`config.mk`:
```
export PLATFORM = sky130hd
export DESIGN_NAME = pkt_cell
export DESIGN_NICKNAME = d
export VERILOG_FILES = /design/src/design/pkt_pkg.sv /design/src/design/pkt_cell.sv
export SDC_FILE = /design/constraint.sdc
export NUM_CORES = 1
export LEC_CHECK = 0
export BUFFER_PORTS_ARGS = -buffer_cell sky130_fd_sc_hd__buf_4
export CAP_MARGIN = 20
export CORE_AREA = 2 2 214 216
export CTS_CLUSTER_SIZE = 28
export DETAILED_ROUTE_END_ITERATION = 8
export DIE_AREA = 0 0 216 218
export GPL_TIMING_DRIVEN = 0
export PLACE_DENSITY_LB_ADDON = 0.15
export SYNTH_ARGS = -nofsm -noshare
export SYNTH_HDL_FRONTEND = slang
export SYNTH_SLANG_ARGS = --single-unit
```
`constraint.sdc`:
```
create_clock -name aclk -period 30 [get_ports aclk]
set_clock_uncertainty 0.2 [all_clocks]
set_input_delay 4.5 -clock aclk [delete_from_list [all_inputs] [get_ports aclk]]
set_output_delay 4.5 -clock aclk [all_outputs]
set_load 0.005 [all_outputs]
```
`src/design/pkt_pkg.sv`:
```
// ----------------------------------------------------------------------------
// pkt_pkg
// Shared types, codes and sizes of the packed keyed table.
// ----------------------------------------------------------------------------
package pkt_pkg;

    // table sizing
    localparam int TABLE_DEPTH  = 512;
    localparam int KEY_BYTES    = 8;
    localparam int PAYLOAD_BITS = 32;

    // fixed field widths of the stream beats
    localparam int OP_W     = 3;
    localparam int KEY_W    = 64;
    localparam int INDEX_W  = 9;
    localparam int PAY_W    = 32;
    localparam int STATUS_W = 2;
    localparam int LCOUNT_W = 10;

    // derived storage widths
    localparam int IDX_W   = $clog2(TABLE_DEPTH);
    localparam int CNT_W   = $clog2(TABLE_DEPTH + 1);
    localparam int CMP_W   = (CNT_W > INDEX_W) ? CNT_W : INDEX_W;
    localparam int KEY_SW  = 8 * KEY_BYTES;
    localparam int PAY_SW  = (PAYLOAD_BITS < PAY_W) ? PAYLOAD_BITS : PAY_W;

    // stream data widths, padded to whole bytes
    localparam int S_FIELDS_W = OP_W + KEY_W + INDEX_W + PAY_W;
    localparam int M_FIELDS_W = STATUS_W + INDEX_W + KEY_W + PAY_W + LCOUNT_W;
    localparam int S_DATA_W   = ((S_FIELDS_W + 7) / 8) * 8;
    localparam int M_DATA_W   = ((M_FIELDS_W + 7) / 8) * 8;

    // operation codes
    localparam logic [OP_W-1:0] OP_INSERT   = 3'd0;
    localparam logic [OP_W-1:0] OP_DEL_KEY  = 3'd1;
    localparam logic [OP_W-1:0] OP_DEL_IDX  = 3'd2;
    localparam logic [OP_W-1:0] OP_FIND_KEY = 3'd3;
    localparam logic [OP_W-1:0] OP_READ_IDX = 3'd4;

    // result status codes
    localparam logic [STATUS_W-1:0] STAT_OK   = 2'd0;
    localparam logic [STATUS_W-1:0] STAT_FULL = 2'd1;
    localparam logic [STATUS_W-1:0] STAT_MISS = 2'd2;

    // sequencer states
    typedef enum logic [2:0] {
        S_IDLE,
        S_INSERT,
        S_WALK,
        S_APPLY,
        S_RESP
    } state_t;

    // one stored entry
    typedef struct packed {
        logic [KEY_SW-1:0] key;
        logic [PAY_SW-1:0] pay;
    } entry_t;

    // lowest-hit token passed up the chain
    typedef struct packed {
        logic              hit;
        logic [IDX_W-1:0]  idx;
        logic [KEY_SW-1:0] key;
        logic [PAY_SW-1:0] pay;
    } carry_t;

    // broadcast control from the sequencer to every cell
    typedef struct packed {
        logic              wr_en;
        logic              shift_en;
        logic [IDX_W-1:0]  shift_pos;
        logic              mode_key;
        logic              idx_ok;
        logic [KEY_SW-1:0] query_key;
        logic [IDX_W-1:0]  query_idx;
        logic [PAY_SW-1:0] query_pay;
        logic [CNT_W-1:0]  count;
    } cell_ctrl_t;

endpackage

```
`src/design/pkt_cell.sv`:
```
// ----------------------------------------------------------------------------
// pkt_cell
// One table position: holds an entry, takes the upper neighbor's entry on a
// compaction, and forwards the lowest-hit token one position per cycle.
// ----------------------------------------------------------------------------
module pkt_cell (
    input  logic                      aclk,
    input  logic                      aresetn,
    input  logic [pkt_pkg::IDX_W-1:0] cell_idx,
    input  pkt_pkg::cell_ctrl_t       ctrl,
    input  pkt_pkg::entry_t           upper_entry,
    output pkt_pkg::entry_t           entry,
    input  pkt_pkg::carry_t           carry_in,
    output pkt_pkg::carry_t           carry_out
);
    import pkt_pkg::*;

    entry_t entry_reg;
    entry_t entry_next;
    carry_t carry_reg;
    carry_t carry_next;
    logic   live;
    logic   match;

    // hit test against the broadcast query
    always_comb begin
        live  = CNT_W'(cell_idx) < ctrl.count;
        match = live && (ctrl.mode_key ? (entry_reg.key == ctrl.query_key)
                                       : (ctrl.idx_ok && (cell_idx == ctrl.query_idx)));
    end

    // keep a lower hit, otherwise offer our own entry
    always_comb begin
        carry_next = carry_in;
        if (!carry_in.hit && match) begin
            carry_next.hit = 1'b1;
            carry_next.idx = cell_idx;
            carry_next.key = entry_reg.key;
            carry_next.pay = entry_reg.pay;
        end
    end

    // append on insert, close the gap on delete
    always_comb begin
        entry_next = entry_reg;
        if (ctrl.wr_en && (CNT_W'(cell_idx) == ctrl.count)) begin
            entry_next.key = ctrl.query_key;
            entry_next.pay = ctrl.query_pay;
        end else if (ctrl.shift_en && (cell_idx >= ctrl.shift_pos)) begin
            entry_next = upper_entry;
        end
    end

    always_ff @(posedge aclk) begin
        entry_reg <= entry_next;
    end

    always_ff @(posedge aclk) begin
        if (!aresetn) begin
            carry_reg <= '0;
        end else begin
            carry_reg <= carry_next;
        end
    end

    assign entry     = entry_reg;
    assign carry_out = carry_reg;

endmodule

```
==> out/summary.txt <==
result of the run: finished clean
count of final max-slew check failures: 0
weighted congestion reported at the end of routability-driven placement: 0.8027
nets: 1780
area of the core: 44890 um2
type of origin of the critical path: input port
final worst-path cycle share: 27.26%
buffers inserted by post-CTS timing repair: 0
count of mapped cells out of synthesis: 843
final setup vio count: 0
worst endpoint required time: 30.05 ns
sequential cell area: 5005 um2
setup repair after global routing missed its margin: false
slowest stage delay, CP: 0.71 ns
crit path from: cell_idx[0]
number of buffers inserted for hold repair after clock tree synthesis: 0
slew at the pin closest to its max-slew limit: 0.9123 ns
hold path start: entry[16]$_DFFE_PP_
Highest Clock Rate: 122.3 MHz
maximum net fanout on the critical path: 15
Critical Path AT: 8.22 ns
fin cells: 2040
syn avg cell area: 10.80 um2
DRT iter0 DRCs: 403
Seq/Total Area, Yosys: 54.98%
type of the worst min-delay path: reg -> reg
count of state elements after synthesis: 202
I/O pins: 543
Clock Pin Slew Worst Setup and Hold Paths: 0.06 ns
number of antenna violations at the first check in global routing: 0
clock sink total: 202
synthesis-to-finish area growth: 63.89%
DRC violations left: 0
Multi-input gate area: 3805 um2
initial standard-cell utilization of the core: 20.28%
synthesis warning total: 0
count of input and output buffers: 541
max FFs per register: 106
estimated wirelength of the detail-placed design: 35470 um
biggest area contributors in the synthesized netlist: sky130_fd_sc_hd__edfxtp_1, sky130_fd_sc_hd__dfxtp_1, sky130_fd_sc_hd__mux2_2
Resized cells post-CTS: 0
Die ar.: 47090 um2
iteration count of the initial detailed-routing pass: 6
synth unique cells: 33
Crit-path slowest cell: sky130_fd_sc_hd__a211oi_4
number of flops mapped to enable cells by yosys: 96
buffers from clock root to sink, at most: 3
crit-path cells: buf_4, inv_1, ha_1, nand4_1, nor4_4, buf_8, clkbuf_1, buf_2, a21oi_1, a211oi_4, buf_16, buf_8, buf_16
maximum number of pins on one net before global-route repair: 16
number of hold-slack violations in the final timing report: 0
min Tclk post-route: 8.177 ns
Power Density: 51.02 nW/um2
fill cell count: 4755
tightest slew margin relative to the limit: 39.18%
Avg WL per Cell: 21.48 um
global router's overall resource usage: 17.88%
global-route wire length before repair: 62280 um
instance count after placement with tap cells included: 1993
Post-Synthesis Cell Area: 9102 um2
Yosys top cell area share: 31.67%
number of H-tree levels: 1
via count of the routed design: 8705
share of flip-flops with an asynchronous set or reset after synthesis: 0%
critical path type: in -> reg
number of buffers created by CTS: 26
max-capacitance violation count: 0
TritonCTS clock tree: yes
Static Leakage: 6.390 nW
Setup TNS: 0 ns
antenna-violating nets left: 0
insertion delay to the later sink of the worst-skew pair: 0.54 ns
critical register-to-register path startpoint: entry[78]$_DFFE_PP_
horizontal die dimension: 216 um
Worst setup EP type: flop
vias in the first global route: 9008
number of nets in the synthesized netlist: 1202
total gr overflow: 0
Die Height: 218 um
diode insertion count for antenna repair: 0
layout cell share with drive strength beyond 1: 48.47%
Root Buffer Master: sky130_fd_sc_hd__clkbuf_16
worst IR drop on VDD: 0.03933 mV
Main synth FF type: sky130_fd_sc_hd__dfxtp_1
Hold Slack: 0.3262 ns
mean number of vias per cell: 4.267
wire length reported by the detailed router: 43810 um
cell type with the highest aggregate area in the netlist: sky130_fd_sc_hd__edfxtp_1
Row Count: 78
-- per-stage QoR --
| step | total power, W | util (%) | cell area (um2) | setup WS, ns |
|---|---|---|---|---|
| 6_report | 0.0007611 | 33.23 | 14920 | 21.82 |
| 5_1_grt | 0.0007976 | 33.23 | 14920 | 21.56 |
| 4_1_cts | 0.0007757 | 33.23 | 14920 | 21.68 |
| 3_5_place_dp | 0.0004662 | 31.43 | 14110 | 21.12 |
| 3_3_place_gp | 0.0004657 | 31.00 | 13910 | 8.167 |
| 2_1_floorplan | 0.0003715 | - | 9102 | 15.94 |
-- layer usage --
layer	vias to the layer above	GRT usage, %	part of all wire, %
met5	-	0	0
met4	0	4.201	1.9
met3	49	3.919	6.3
met2	315	30.83	49
met1	4189	22.75	42
li1	4152	-	-
-- path summary, 6_finish.rpt --
kind / to / depth (start not counted) / slack (ns)
max reg2reg: carry_out[59]$_SDFF_PN0_ / 10 / 25.89
min reg2reg: carry_out[16]$_SDFF_PN0_ / 2 / 0.33
max: entry[33]$_DFFE_PP_ / 13 / 21.82
min: carry_out[16]$_SDFF_PN0_ / 2 / 0.33
-- report_power, final --
part           leakage [nW]  total (W)  switching (W)  internal (W)
clock network         0.392   0.000303       0.000124      0.000179
registers              1.77   0.000327      0.0000149      0.000312
logic                  4.23   0.000131      0.0000551     0.0000759
total                  6.39   0.000761       0.000194      0.000567
-- logic make-up after synthesis --
logic type,count (synthesis),share of synthesized area (%)
adder cells (fa/ha/maj),18,2.474
buffers and inverters,76,3.450
AO/OA/AOI/OAI,122,7.052
flip-flops,202,54.98
AND/OR/NAND/NOR,256,13.14
multiplexers,96,11.88
XOR/XNOR,73,7.024
-- cells in the mapped netlist, types with 3 or more instances --
| cell type | n |
|---|---|
| sky130_fd_sc_hd__buf_2 | 11 |
| sky130_fd_sc_hd__xor2_1 | 8 |
| sky130_fd_sc_hd__nand3_1 | 109 |
| sky130_fd_sc_hd__nor2_1 | 3 |
| sky130_fd_sc_hd__o21ai_1 | 40 |
| sky130_fd_sc_hd__dfxtp_1 | 106 |
| sky130_fd_sc_hd__nand4_1 | 16 |
| sky130_fd_sc_hd__a21oi_1 | 4 |
| sky130_fd_sc_hd__buf_1 | 11 |
| sky130_fd_sc_hd__o21ai_0 | 70 |
| sky130_fd_sc_hd__nand2_1 | 109 |
| sky130_fd_sc_hd__nor4_1 | 5 |
| sky130_fd_sc_hd__ha_1 | 18 |
| sky130_fd_sc_hd__nor3_1 | 4 |
| sky130_fd_sc_hd__mux2_2 | 96 |
| sky130_fd_sc_hd__inv_1 | 20 |
| sky130_fd_sc_hd__edfxtp_1 | 96 |
| sky130_fd_sc_hd__clkbuf_1 | 32 |
| sky130_fd_sc_hd__xnor2_1 | 65 |
| sky130_fd_sc_hd__nand2b_1 | 5 |
-- area by class of cell --
type	instances	area share, %
clock buffers	40	4.990
multi-input cells	565	25.51
plain buffers	56	1.602
well taps	600	5.032
inverters	20	0.5032
flip-flops and latches	202	33.55
repair buffers	550	28.38
clock inverters	7	0.4361
-- placed cells by master, fill, tap and decap left out, types with 6 or more instances in the layout --
cell                        count
sky130_fd_sc_hd__o21ai_1       40
sky130_fd_sc_hd__inv_1         20
sky130_fd_sc_hd__buf_8          6
sky130_fd_sc_hd__edfxtp_1      96
sky130_fd_sc_hd__xor2_1         8
sky130_fd_sc_hd__buf_2         11
sky130_fd_sc_hd__mux2_2        96
sky130_fd_sc_hd__xnor2_1       65
sky130_fd_sc_hd__nand4_1       16
sky130_fd_sc_hd__nand2_1      109
sky130_fd_sc_hd__o21ai_0       70
sky130_fd_sc_hd__clkbuf_1      43
sky130_fd_sc_hd__buf_1         11
sky130_fd_sc_hd__buf_4        541
sky130_fd_sc_hd__nand3_1      109
sky130_fd_sc_hd__dfxtp_1      106
sky130_fd_sc_hd__ha_1          18
sky130_fd_sc_hd__clkbuf_16     27
-- worst max-delay path, delay by kind of cell --
family	cells	cell delay [ns]
compound gates	2	0.84
simple gates	2	0.60
buf+inv	8	1.93
fa+ha+maj	1	0.31
Note: power is estimated with default switching activity, not from simulation.
