## src/design/pkt_pkg.sv

```systemverilog
// ----------------------------------------------------------------------------
// pkt_pkg
// Shared types, codes and sizes of the packed keyed table.
// ----------------------------------------------------------------------------
package pkt_pkg;

    // table sizing
    localparam int TABLE_DEPTH  = 512;
    localparam int KEY_BYTES    = 8;
    localparam int PAYLOAD_BITS = 32;

    // fixed field widths of the stream beats
    localparam int OP_W     = 3;
    localparam int KEY_W    = 64;
    localparam int INDEX_W  = 9;
    localparam int PAY_W    = 32;
    localparam int STATUS_W = 2;
    localparam int LCOUNT_W = 10;

    // derived storage widths
    localparam int IDX_W   = $clog2(TABLE_DEPTH);
    localparam int CNT_W   = $clog2(TABLE_DEPTH + 1);
    localparam int CMP_W   = (CNT_W > INDEX_W) ? CNT_W : INDEX_W;
    localparam int KEY_SW  = 8 * KEY_BYTES;
    localparam int PAY_SW  = (PAYLOAD_BITS < PAY_W) ? PAYLOAD_BITS : PAY_W;

    // stream data widths, padded to whole bytes
    localparam int S_FIELDS_W = OP_W + KEY_W + INDEX_W + PAY_W;
    localparam int M_FIELDS_W = STATUS_W + INDEX_W + KEY_W + PAY_W + LCOUNT_W;
    localparam int S_DATA_W   = ((S_FIELDS_W + 7) / 8) * 8;
    localparam int M_DATA_W   = ((M_FIELDS_W + 7) / 8) * 8;

    // operation codes
    localparam logic [OP_W-1:0] OP_INSERT   = 3'd0;
    localparam logic [OP_W-1:0] OP_DEL_KEY  = 3'd1;
    localparam logic [OP_W-1:0] OP_DEL_IDX  = 3'd2;
    localparam logic [OP_W-1:0] OP_FIND_KEY = 3'd3;
    localparam logic [OP_W-1:0] OP_READ_IDX = 3'd4;

    // result status codes
    localparam logic [STATUS_W-1:0] STAT_OK   = 2'd0;
    localparam logic [STATUS_W-1:0] STAT_FULL = 2'd1;
    localparam logic [STATUS_W-1:0] STAT_MISS = 2'd2;

    // sequencer states
    typedef enum logic [2:0] {
        S_IDLE,
        S_INSERT,
        S_WALK,
        S_APPLY,
        S_RESP
    } state_t;

    // one stored entry
    typedef struct packed {
        logic [KEY_SW-1:0] key;
        logic [PAY_SW-1:0] pay;
    } entry_t;

    // lowest-hit token passed up the chain
    typedef struct packed {
        logic              hit;
        logic [IDX_W-1:0]  idx;
        logic [KEY_SW-1:0] key;
        logic [PAY_SW-1:0] pay;
    } carry_t;

    // broadcast control from the sequencer to every cell
    typedef struct packed {
        logic              wr_en;
        logic              shift_en;
        logic [IDX_W-1:0]  shift_pos;
        logic              mode_key;
        logic              idx_ok;
        logic [KEY_SW-1:0] query_key;
        logic [IDX_W-1:0]  query_idx;
        logic [PAY_SW-1:0] query_pay;
        logic [CNT_W-1:0]  count;
    } cell_ctrl_t;

endpackage

```

## src/design/pkt_ctrl.sv

```systemverilog
// ----------------------------------------------------------------------------
// pkt_ctrl
// Operation sequencer: takes a request beat, drives the cell row through an
// append or a walk and an update, keeps the live count and holds the result beat.
// ----------------------------------------------------------------------------
module pkt_ctrl (
    input  logic                          aclk,
    input  logic                          aresetn,
    input  logic                          in_valid,
    output logic                          in_ready,
    input  logic [pkt_pkg::OP_W-1:0]      in_op,
    input  logic [pkt_pkg::KEY_W-1:0]     in_key,
    input  logic [pkt_pkg::INDEX_W-1:0]   in_idx,
    input  logic [pkt_pkg::PAY_W-1:0]     in_pay,
    input  pkt_pkg::carry_t               last_carry,
    output pkt_pkg::cell_ctrl_t           cell_ctrl,
    output logic                          out_valid,
    input  logic                          out_ready,
    output logic [pkt_pkg::STATUS_W-1:0]  out_status,
    output logic [pkt_pkg::INDEX_W-1:0]   out_idx,
    output logic [pkt_pkg::KEY_W-1:0]     out_key,
    output logic [pkt_pkg::PAY_W-1:0]     out_pay,
    output logic [pkt_pkg::LCOUNT_W-1:0]  out_count
);
    import pkt_pkg::*;

    state_t              state_reg, state_next;
    logic [IDX_W-1:0]    walk_reg, walk_next;
    logic [CNT_W-1:0]    count_reg, count_next;
    logic [OP_W-1:0]     op_reg, op_next;
    logic [KEY_SW-1:0]   qkey_reg, qkey_next;
    logic [IDX_W-1:0]    qidx_reg, qidx_next;
    logic [PAY_SW-1:0]   qpay_reg, qpay_next;
    logic                idx_ok_reg, idx_ok_next;
    logic [STATUS_W-1:0] res_status_reg, res_status_next;
    logic [INDEX_W-1:0]  res_idx_reg, res_idx_next;
    logic [KEY_W-1:0]    res_key_reg, res_key_next;
    logic [PAY_W-1:0]    res_pay_reg, res_pay_next;
    logic                m_valid_reg, m_valid_next;
    logic [STATUS_W-1:0] m_status_reg, m_status_next;
    logic [INDEX_W-1:0]  m_idx_reg, m_idx_next;
    logic [KEY_W-1:0]    m_key_reg, m_key_next;
    logic [PAY_W-1:0]    m_pay_reg, m_pay_next;
    logic [LCOUNT_W-1:0] m_count_reg, m_count_next;

    logic accept;
    logic full;
    logic is_delete;
    logic out_load;

    assign full      = count_reg >= CNT_W'(TABLE_DEPTH);
    assign is_delete = (op_reg == OP_DEL_KEY) || (op_reg == OP_DEL_IDX);
    assign accept    = in_valid && in_ready;
    assign out_load  = (state_reg == S_RESP) && (!m_valid_reg || out_ready);

    // next state
    always_comb begin
        state_next = state_reg;
        unique case (state_reg)
            S_IDLE: begin
                if (accept) begin
                    if (in_op == OP_INSERT) begin
                        state_next = S_INSERT;
                    end else if ((in_op == OP_DEL_KEY) || (in_op == OP_FIND_KEY) ||
                                 (in_op == OP_DEL_IDX) || (in_op == OP_READ_IDX)) begin
                        state_next = S_WALK;
                    end else begin
                        state_next = S_RESP;
                    end
                end
            end
            S_INSERT: state_next = S_RESP;
            S_WALK: begin
                if (walk_reg == IDX_W'(TABLE_DEPTH - 1)) begin
                    state_next = S_APPLY;
                end
            end
            S_APPLY: state_next = S_RESP;
            S_RESP: begin
                if (out_load) begin
                    state_next = S_IDLE;
                end
            end
            default: state_next = S_IDLE;
        endcase
    end

    // outputs toward the request side and the cell row
    always_comb begin
        in_ready           = 1'b0;
        cell_ctrl          = '0;
        cell_ctrl.mode_key = (op_reg == OP_DEL_KEY) || (op_reg == OP_FIND_KEY);
        cell_ctrl.idx_ok   = idx_ok_reg;
        cell_ctrl.query_key = qkey_reg;
        cell_ctrl.query_idx = qidx_reg;
        cell_ctrl.query_pay = qpay_reg;
        cell_ctrl.count     = count_reg;
        unique case (state_reg)
            S_IDLE:   in_ready = 1'b1;
            S_INSERT: cell_ctrl.wr_en = !full;
            S_APPLY: begin
                cell_ctrl.shift_en  = last_carry.hit && is_delete;
                cell_ctrl.shift_pos = last_carry.idx;
            end
            S_WALK, S_RESP: ;
            default: ;
        endcase
    end

    // datapath registers
    always_comb begin
        walk_next       = walk_reg;
        count_next      = count_reg;
        op_next         = op_reg;
        qkey_next       = qkey_reg;
        qidx_next       = qidx_reg;
        qpay_next       = qpay_reg;
        idx_ok_next     = idx_ok_reg;
        res_status_next = res_status_reg;
        res_idx_next    = res_idx_reg;
        res_key_next    = res_key_reg;
        res_pay_next    = res_pay_reg;
        m_valid_next    = m_valid_reg;
        m_status_next   = m_status_reg;
        m_idx_next      = m_idx_reg;
        m_key_next      = m_key_reg;
        m_pay_next      = m_pay_reg;
        m_count_next    = m_count_reg;

        // latch the request and default to a miss
        if (accept) begin
            op_next         = in_op;
            qkey_next       = in_key[KEY_SW-1:0];
            qidx_next       = IDX_W'(in_idx);
            qpay_next       = in_pay[PAY_SW-1:0];
            idx_ok_next     = CMP_W'(in_idx) < CMP_W'(count_reg);
            walk_next       = '0;
            res_status_next = STAT_MISS;
            res_idx_next    = '0;
            res_key_next    = '0;
            res_pay_next    = '0;
        end

        // append or report full
        if (state_reg == S_INSERT) begin
            if (full) begin
                res_status_next = STAT_FULL;
            end else begin
                res_status_next = STAT_OK;
                count_next      = count_reg + CNT_W'(1);
            end
        end

        if (state_reg == S_WALK) begin
            walk_next = walk_reg + IDX_W'(1);
        end

        // take the lowest hit from the top of the chain
        if ((state_reg == S_APPLY) && last_carry.hit) begin
            res_status_next = STAT_OK;
            res_idx_next    = INDEX_W'(last_carry.idx);
            res_key_next    = KEY_W'(last_carry.key);
            res_pay_next    = PAY_W'(last_carry.pay);
            if (is_delete) begin
                count_next = count_reg - CNT_W'(1);
            end
        end

        // result beat register
        if (out_load) begin
            m_valid_next  = 1'b1;
            m_status_next = res_status_reg;
            m_idx_next    = res_idx_reg;
            m_key_next    = res_key_reg;
            m_pay_next    = res_pay_reg;
            m_count_next  = LCOUNT_W'(count_reg);
        end else if (out_ready) begin
            m_valid_next = 1'b0;
        end
    end

    always_ff @(posedge aclk) begin
        if (!aresetn) begin
            state_reg   <= S_IDLE;
            count_reg   <= '0;
            m_valid_reg <= 1'b0;
        end else begin
            state_reg   <= state_next;
            count_reg   <= count_next;
            m_valid_reg <= m_valid_next;
        end
    end

    always_ff @(posedge aclk) begin
        walk_reg       <= walk_next;
        op_reg         <= op_next;
        qkey_reg       <= qkey_next;
        qidx_reg       <= qidx_next;
        qpay_reg       <= qpay_next;
        idx_ok_reg     <= idx_ok_next;
        res_status_reg <= res_status_next;
        res_idx_reg    <= res_idx_next;
        res_key_reg    <= res_key_next;
        res_pay_reg    <= res_pay_next;
        m_status_reg   <= m_status_next;
        m_idx_reg      <= m_idx_next;
        m_key_reg      <= m_key_next;
        m_pay_reg      <= m_pay_next;
        m_count_reg    <= m_count_next;
    end

    assign out_valid  = m_valid_reg;
    assign out_status = m_status_reg;
    assign out_idx    = m_idx_reg;
    assign out_key    = m_key_reg;
    assign out_pay    = m_pay_reg;
    assign out_count  = m_count_reg;

endmodule

```

## config.mk

```make
export PLATFORM = sky130hd
export DESIGN_NAME = pkt_ctrl
export DESIGN_NICKNAME = d
export VERILOG_FILES = /design/src/design/pkt_pkg.sv /design/src/design/pkt_ctrl.sv
export SDC_FILE = /design/constraint.sdc
export NUM_CORES = 1
export LEC_CHECK = 0
export ABC_AREA = 1
export BUFFER_PORTS_ARGS = -buffer_cell sky130_fd_sc_hd__buf_4
export CORE_AREA = 2 2 182 184
export DETAILED_ROUTE_END_ITERATION = 7
export DIE_AREA = 0 0 184 186
export PLACE_DENSITY_LB_ADDON = 0.2
export SLEW_MARGIN = 20
export SYNTH_ARGS = -nofsm -noshare
export SYNTH_HDL_FRONTEND = slang
export SYNTH_SLANG_ARGS = --single-unit
```

## constraint.sdc

```tcl
create_clock -name aclk -period 14.4 [get_ports aclk]
set_input_delay 1.44 -clock aclk [delete_from_list [all_inputs] [get_ports aclk]]
set_output_delay 1.44 -clock aclk [all_outputs]
set_load 0.005 [all_outputs]
```

==> results of run 1 <==
==> area by class of cell <==
class / instances / area (µm²)
multi-input combinational: 305 / 1430
sequential: 356 / 10500
clock buffer: 49 / 1070
tap: 408 / 510
antenna: 1 / 2.50
inverter: 145 / 547
timing repair buffer: 470 / 3530
clock inverter: 21 / 156
fill: 2689 / 14400
==> cell families after synthesis <==
| logic type | Yosys count | synth area share, % |
|---|---|---|
| buf+inv | 161 | 5.00 |
| xor+xnor | 6 | 0.418 |
| flops | 356 | 83.8 |
| compound gates | 33 | 1.35 |
| fa+ha+maj | 12 | 1.19 |
| simple gates | 254 | 8.28 |
==> worst register-to-register path, cell delays in order, from the launching register on <==
cell	delay, ps
dfxtp_1	370
nor3_2	350
nand2_1	340
inv_4	660
buf_4	730
==> power by group through the flow <==
stage | sequential [mW] | clock, mW | combinational [mW]
after floorplan | 1.40 | 0 | 0.104
after global placement | 1.38 | 0 | 0.312
after detailed placement | 1.38 | 0 | 0.315
after CTS | 1.36 | 0.972 | 0.317
after global routing | 1.38 | 1.01 | 0.340
final | 1.36 | 0.946 | 0.309
==> stage by stage <==
stage,instance area [µm²],hold WS (ps),cells,worst slack (ps)
floorplan,12600,400,822,7470
global placement,16500,400,1684,10230
detailed placement,16500,405,1684,10240
CTS,17800,413,1754,10220
global route,17800,415,1755,10100
finish,17800,413,1755,10250
==> routing by layer <==
| layer | wire length (µm) | global-route usage, % | vias to the layer above | share of wire [%] |
|---|---|---|---|---|
| met4 | 704 | 5.60 | 2 | 2.3 |
| li1 | - | - | 3786 | - |
| met5 | 13 | 0 | - | 0.042 |
| met3 | 2340 | 4.62 | 52 | 7.6 |
| met2 | 15600 | 29.3 | 298 | 51 |
| met1 | 11900 | 21.5 | 3752 | 39 |
==> cell usage in the layout (no fill, tap or decap), types with 7 or more instances in the layout <==
| cell type | synthesis | routed |
|---|---|---|
| buf_4 | 2 | 470 |
| edfxtp_1 | 340 | 340 |
| nor2_1 | 153 | 152 |
| inv_1 | 141 | 140 |
| nand2_1 | 61 | 60 |
| clkbuf_16 | 0 | 41 |
| nand3_1 | 21 | 21 |
| a21oi_1 | 21 | 21 |
| dfxtp_1 | 16 | 16 |
| ha_1 | 12 | 12 |
| clkinv_1 | 1 | 11 |
| o21ai_0 | 8 | 8 |
| clkbuf_1 | 1 | 7 |
==> worst paths after layout <==
kind	startpoint	endpoint	cells past startpoint
setup reg to reg	state_reg[1]	qkey_reg[49]	4
hold / removal	res_pay_reg[30]	out_pay[30]	0
hold reg to reg	res_pay_reg[30]	out_pay[30]	0
setup / recovery	last_carry[105]	cell_ctrl[126]	5
==> qor.yml, run 1 <==
setup_path:
  crit_type: "in2out"
  crit_buf_inv: 3
  crit_fanout: 41
  cpMostUsedCell: "buf_4"
  cp.required_ps: 12960
  endpoint_kind: "output pin"
  worstSetupStartpointType: "input port"
  worst-r2r-setup-slack_ps: 11560
  worst_path_largest_cell_delay_ps: 580
  cp.arrival_ps: 2710
  crit_chain: "buf_4 -> nand4_1 -> buf_4 -> nor2_1 -> buf_4"
  crit_family: "simple AND/OR/NAND/NOR gates"
  cp_slowest_cell: "nor2_1"
finish:
  finish.utilization_pct: 55.2
  nNetsFinal: 1548
  drive_gt1_share_pct: 39.7
  area_growth_pct: 41.3
global_routing:
  grt_pass1_vias: 7580
  grt_antenna_before_repair: 2
  grt_pass1_wl_um: 44300
  grt_overflow_total: 0
  grt.total_usage_pct: 17.2
  grt_max_degree: 73
power:
  power_frac_comb_pct: 11.8
  switching_share_pct: 22.9
  peakVddDrop_v: 0.0000877
  leakage_nw: 7.66
  p_switching_uw: 600
  p_seq_share_pct: 52.0
  power_density_nw_per_um2: 147
  clockPowerShare_pct: 36.1
  p_int_mw: 2.02
  p_total_mw: 2.62
die:
  core_area_um2: 32200
  fp.dieW_um: 184
  rows: 66
  die_y_um: 186
  num_io_pins: 465
  die-area_um2: 34200
  start_util_pct: 39.0
yosys:
  synth_nets: 1052
  syn_inst: 822
  synth_top_flop_cell: "edfxtp_1"
  syn_area_per_cell_um2: 15.3
  synth_commonest_cells: "edfxtp_1 (340), nor2_1 (153), inv_1 (141)"
  yosysWarnings: 0
  synth_top_area_share_pct: 81.2
  synth_edf_count: 340
  ys_types: 26
  yosysMostFrequentCell: "edfxtp_1"
  synth_area_um2: 12600
  synth_seq_area_share_pct: 83.8
  synth_seq_cells: 356
  async_flop_share_pct: 0
  yosys.area.top_type: "edfxtp_1"
  synth_top_cells_by_area: "edfxtp_1 (81%), nor2_1 (4.6%), inv_1 (4.2%), dfxtp_1 (2.5%), nand2_1 (1.8%)"
placement:
  io_buffers: 464
  dp_hpwl_um: 22100
  gp_congestion: 0.846
clock_tree:
  cts.path.max_buffers: 3
  postCtsSetupRepairBufs: 0
  cts_tree: "built"
  clk_pin_slew_ps: 50
  insertion_delay_ps: 520
  postCtsResizedCells: 0
  cts_root_buffer: "clkbuf_16"
  numCtsBuffers: 40
  cts.sinks: 356
  cts_max_level: 2
  cts_hold_buffers: 0
route:
  wl_per_cell_um: 17.5
  vias: 7890
  drc_errors: 0
  ant_nets: 0
  first_pass_iters: 5
  wirelength_um: 30600
  drt_iter0_drc: 556
  vias_per_cell: 4.50
sta:
  clock.fmax_mhz: 241
  finalSetupViolations: 0
  fin_setup_tns_ps: 0
  finalHoldViolations: 0
  rsz0062_at_grt: "no"
  period_needed_ps: 4150
  drv_slew: 0
  worst_slew_pin_slew_ps: 952
  skew_ps: 10.6
  slew_headroom_pct: 36.5
  post-route-period-util_pct: 28.8
outcome:
  status: "finished, final reports clean"
job:
  max-cap-violations: 0
min_path:
  min_path_type: "reg2reg"
Power figures use the tool's default switching activity.
==> run 2: changes to the inputs <==
CORE_AREA = 2 2 179 181   (was 2 2 182 184)
DIE_AREA = 0 0 181 183   (was 0 0 184 186)
clock period = 3.9 ns   (was 14.4 ns; I/O delays follow)
==> qor.yml, run 2 (synthesis gave the netlist of run 1 again) <==
clock_tree:
  cts.sinks: 356
  postCtsResizedCells: 0
  cts_root_buffer: "clkbuf_16"
  clk_pin_slew_ps: 60
  cts_hold_buffers: 0
  insertion_delay_ps: 510
  numCtsBuffers: 39
  postCtsSetupRepairBufs: 0
  cts_max_level: 2
  cts_tree: "built"
  cts.path.max_buffers: 3
finish:
  num_antenna_cells: 0
  area_growth_pct: 40.9
  layout_common_cells: "buf_4 (468), edfxtp_1 (340), nor2_1 (152)"
  layout_commonest_cell: "buf_4"
  nNetsFinal: 1548
  final_area_um2: 17700
  drive_gt1_share_pct: 39.5
route:
  ant_nets: 0
  vias: 7928
  wirelength_um: 31100
  drt_iter0_drc: 552
  drc_errors: 0
  wl_per_cell_um: 17.8
  first_pass_iters: 4
  vias_per_cell: 4.54
setup_path:
  crit_fanout: 11
  worst-r2r-setup-slack_ps: 1670
  r2r-start: "state_reg[2]"
  r2r_end: "qkey_reg[18]"
  worstSetupStartpointType: "flip-flop"
  crit_type: "reg2out"
  cp.required_ps: 3510
  rr_worst_depth: 4
  cp.arrival_ps: 2230
  endpoint_kind: "output pin"
placement:
  pre_cts_ws_ps: 1680
  dp_hpwl_um: 22200
  io_buffers: 464
  postPlaceCellArea_um2: 16600
  gp_congestion: 0.887
power:
  peakVddDrop_v: 0.000281
  p_switching_mw: 2.20
  clockPowerShare_pct: 34.8
  power_frac_comb_pct: 12.3
  power_density_nw_per_um2: 536
  switching_share_pct: 23.2
  leakage_nw: 7.63
  p_total_mw: 9.50
  p_seq_share_pct: 52.9
  p_int_mw: 7.30
sta:
  finalHoldViolations: 0
  finalSetupViolations: 0
  setup_ws_ps: 1280
  post-route-period-util_pct: 67.3
  slew_headroom_pct: 32.1
  skew_ps: 14.5
  rsz0062_at_grt: "no"
  clock.fmax_mhz: 381
  fin_setup_tns_ps: 0
  worst_slew_pin_slew_ps: 1020
  period_needed_ps: 2620
  drv_slew: 0
job:
  max-cap-violations: 0
die:
  die_y_um: 183
  rows: 65
  fp.dieW_um: 181
  num_io_pins: 465
  core_area_um2: 31200
  die-area_um2: 33100
  start_util_pct: 40.3
global_routing:
  grt_overflow_total: 0
  grt_pass1_wl_um: 45700
  grt_pass1_vias: 7814
  grt_max_degree: 91
  grt.total_usage_pct: 18.2
  grt_antenna_before_repair: 1
min_path:
  whs_endpoint: "qpay_reg[7]"
  min_from: "in_pay[7]"
  whs_path_depth: 1
  min_path_type: "in2reg"
outcome:
  status: "finished, final reports clean"
## run 2: changes by cell type in the layout (fill, tap and decap cells not counted)
| cell | previous run | this run |
|---|---|---|
| buf_12 | 0 | 3 |
| inv_6 | 3 | 0 |
| buf_4 | 470 | 468 |
| bufinv_16 | 2 | 0 |
| clkbuf_1 | 7 | 9 |
| clkbuf_8 | 1 | 0 |
| clkinv_1 | 11 | 10 |
| clkinv_4 | 0 | 1 |
| diode_2 | 1 | 0 |
## run 2: layout make-up
cell class | count | area (µm²)
repair buffers | 471 | 3570
well taps | 402 | 503
clock buffers | 50 | 1060
fillers | 2597 | 13500
inverters | 145 | 547
multi-input cells | 305 | 1430
clock inverters | 16 | 75.1
flip-flops and latches | 356 | 10500
## run 2: power groups by stage
stage / Clock, mW / Sequential, mW / Combinational, mW
finish: 3.30 / 5.03 / 1.17
global route: 3.56 / 5.08 / 1.27
floorplan: 0 / 5.14 / 0.386
global placement: 0 / 5.09 / 1.17
detailed placement: 0 / 5.11 / 1.19
CTS: 3.40 / 5.03 / 1.19
## run 2: worst max-delay path by stage
stage,cells past startpoint,slack (ps),startpoint,endpoint
2_1_floorplan,6,250,state_reg[0],walk_reg[0]
3_3_place_gp,4,1760,state_reg[2],qkey_reg[53]
3_5_place_dp,4,1680,state_reg[2],qpay_reg[1]
4_1_cts,3,1280,state_reg[0],cell_ctrl[126]
5_1_grt,3,1150,state_reg[0],cell_ctrl[126]
6_report,3,1280,state_reg[0],cell_ctrl[126]
## run 2: metal layers
metal  track usage [%]  wire [µm]  vias to the layer above  part of all wire, %
met3              4.75       2350                       55                  7.6
met1              23.1      12500                     3809                   40
met5                 0          0                        -                    0
met4              5.46        717                        0                  2.3
met2              30.9      15500                      291                   50
li1                  -          -                     3773                    -
## run 2: worst max-delay path, cell delays in order, from the launching register on
cell	delay [ps]
dfxtp_1	470
nand4_1	280
nor2_1	720
buf_4	250
## run 2: through the flow
step	hold WS, ps	utilization (%)	std cells
2_1_floorplan	400	-	822
3_3_place_gp	401	53.1	1679
3_5_place_dp	405	53.1	1679
4_1_cts	18.8	56.7	1745
5_1_grt	22.3	56.7	1745
6_report	49.1	56.7	1745
==> run 3: changes to the inputs <==
ABC_AREA = 0   (was 1)
CORE_AREA = 2 2 182 184   (was 2 2 179 181)
DIE_AREA = 0 0 184 186   (was 0 0 181 183)
clock period = 2.6 ns   (was 3.9 ns; I/O delays follow)
==> qor.yml, run 3 <==
route:
  drt_iter0_drc: 396
  vias: 7825
  drc_errors: 0
  wirelength_um: 31900
  vias_per_cell: 4.61
  first_pass_iters: 4
  wl_per_cell_um: 18.8
  ant_nets: 0
yosys:
  yosys.area_share.adder_pct: 1.22
  synth_compound_area_share_pct: 1.92
  synth_nets: 884
  synth_commonest_cells: "edfxtp_1 (340), and2_1 (105), nand2_1 (20)"
  async_flop_share_pct: 0
  yosys.area.top_type: "edfxtp_1"
  synthSimpleGateAreaFrac_pct: 9.46
  syn_inst: 654
  ys_types: 45
  synth_seq_cells: 356
  synth_top_area_share_pct: 82.7
  synth_edf_count: 340
  synth_top_flop_cell: "edfxtp_1"
  synthXorXnorAreaFrac_pct: 0.496
  yosysWarnings: 0
  yosysMostFrequentCell: "edfxtp_1"
  synth_area_um2: 12400
  synth_seq_area_share_pct: 85.3
  syn_area_per_cell_um2: 18.9
  synth_top_cells_by_area: "edfxtp_1 (83%), and2_1 (5.3%), dfxtp_1 (2.6%), ha_1 (1.2%), and3_1 (0.61%)"
  synth_top_family_by_area: "simple AND/OR/NAND/NOR gates"
  synthMuxAreaShare_pct: 0.405
clock_tree:
  cts.sinks: 356
  clk_pin_slew_ps: 60
  postCtsSetupRepairBufs: 0
  cts_tree: "built"
  numCtsBuffers: 39
  insertion_delay_ps: 520
  cts.path.max_buffers: 3
  cts_max_level: 2
  cts_root_buffer: "clkbuf_16"
die:
  die_y_um: 186
  fp.dieW_um: 184
  core_area_um2: 32200
  die-area_um2: 34200
  start_util_pct: 38.3
  rows: 66
  num_io_pins: 465
setup_path:
  crit_fanout: 11
  worst-r2r-setup-slack_ps: 650
  cp.arrival_ps: 2050
  cp.required_ps: 2340
  endpoint_kind: "output pin"
  crit_type: "reg2out"
  worstSetupStartpointType: "flip-flop"
power:
  peakVddDrop_v: 0.000547
  leakage_nw: 7.64
  p_total_mw: 14.3
  power_density_nw_per_um2: 759
sta:
  finalSetupViolations: 0
  fin_setup_tns_ps: 0
  whs_ps: 23.3
  finalHoldViolations: 0
  period_needed_ps: 2310
  clock.fmax_mhz: 433
  worst_slew_pin_slew_ps: 710
  drv_slew: 0
  post-route-period-util_pct: 88.7
  skew_ps: 23.3
  rsz0062_at_grt: "no"
  slew_headroom_pct: 52.2
min_path:
  min_path_type: "in2reg"
global_routing:
  grt_pass1_wl_um: 46200
  grt_pass1_vias: 7994
  grt_max_degree: 75
  grt.total_usage_pct: 18.0
  grt_overflow_total: 0
  grt_antenna_before_repair: 1
finish:
  layoutNonFillerInstCount: 1697
  layout_commonest_cell: "buf_4"
  layout_common_cells: "buf_4 (468), edfxtp_1 (340), dlygate4sd3_1 (109)"
  area_growth_pct: 52.8
  final_area_um2: 18900
  nNetsFinal: 1488
  drive_gt1_share_pct: 42.3
  nFillCells: 2504
placement:
  dp.cells: 1516
  io_buffers: 464
  dp_hpwl_um: 22300
  postPlaceCellArea_um2: 16500
  gp_congestion: 0.832
outcome:
  status: "finished, final reports clean"
job:
  max-cap-violations: 0
-- run 3: cell count changes in the layout (fill, tap and decap cells not counted), sizes merged, moves of 6 or more --
cell,delta
a21oi,-9
inv,-128
nor2,-135
and2,+105
nand3,-14
and3,+11
bufinv,+6
nand2,-41
dlygate4sd3,+109
-- run 3: path summary, 6_finish.rpt --
path                         from              end  cells after the start
setup / recovery     state_reg[0]   cell_ctrl[127]                      3
hold / removal     last_carry[64]  res_key_reg[32]                      2
setup reg to reg     state_reg[0]     count_reg[4]                      4
hold reg to reg   res_key_reg[61]      out_key[61]                      0
-- run 3: timing repair --
action,4_1_cts,5_1_grt
setup endpoints to repair,0,1
resized for setup,0,1
hold buffers,109,0
hold endpoints to repair,109,0
-- run 3: logic make-up (layout without fill, tap and decap cells) --
family,after synthesis,count (layout)
fa+ha+maj,12,12
mux,5,5
other cells,0,1
xor+xnor,7,7
flops,356,356
compound gates,35,35
buf+inv,38,672
simple gates,201,201
-- run 3: metal layers --
layer | vias to the layer above | global-route usage [%] | part of all wire (%)
li1 | 3665 | - | -
met4 | 0 | 7.90 | 4.0
met2 | 290 | 30.4 | 50
met5 | - | 0 | 0
met1 | 3786 | 21.8 | 39
met3 | 84 | 4.97 | 7.3
-- run 3: stage by stage --
| step | worst slack [ps] | util [%] |
|---|---|---|
| detailed placement | 659 | 51.1 |
| floorplan | -5.70 | - |
| global route | 171 | 58.6 |
| CTS | 114 | 58.6 |
| finish | 293 | 58.6 |
| global placement | 704 | 51.1 |
-- run 3: cell type report --
class | count | area (µm²) | share of cell area, %
flip-flops and latches | 356 | 10500 | 55.8
repair buffers | 584 | 4740 | 25.1
multi-input cells | 260 | 1700 | 9.01
clock buffers | 46 | 1040 | 5.54
well taps | 408 | 510 | 2.71
clock inverters | 25 | 265 | 1.41
inverters | 17 | 67.6 | 0.358
diodes | 1 | 2.50 | 0.0133
-- run 3: critical path: stages (launching register included) --
cell,delay [ps]
dfxtp_1,530
or4b_1,640
inv_1,210
buf_4,150
-- run 3: report_power, final --
part | switching, mW | internal [mW] | total, mW
logic | 0.727 | 0.820 | 1.55
registers | 0.190 | 6.99 | 7.18
clock network | 2.14 | 3.46 | 5.60
total | 3.05 | 11.3 | 14.3
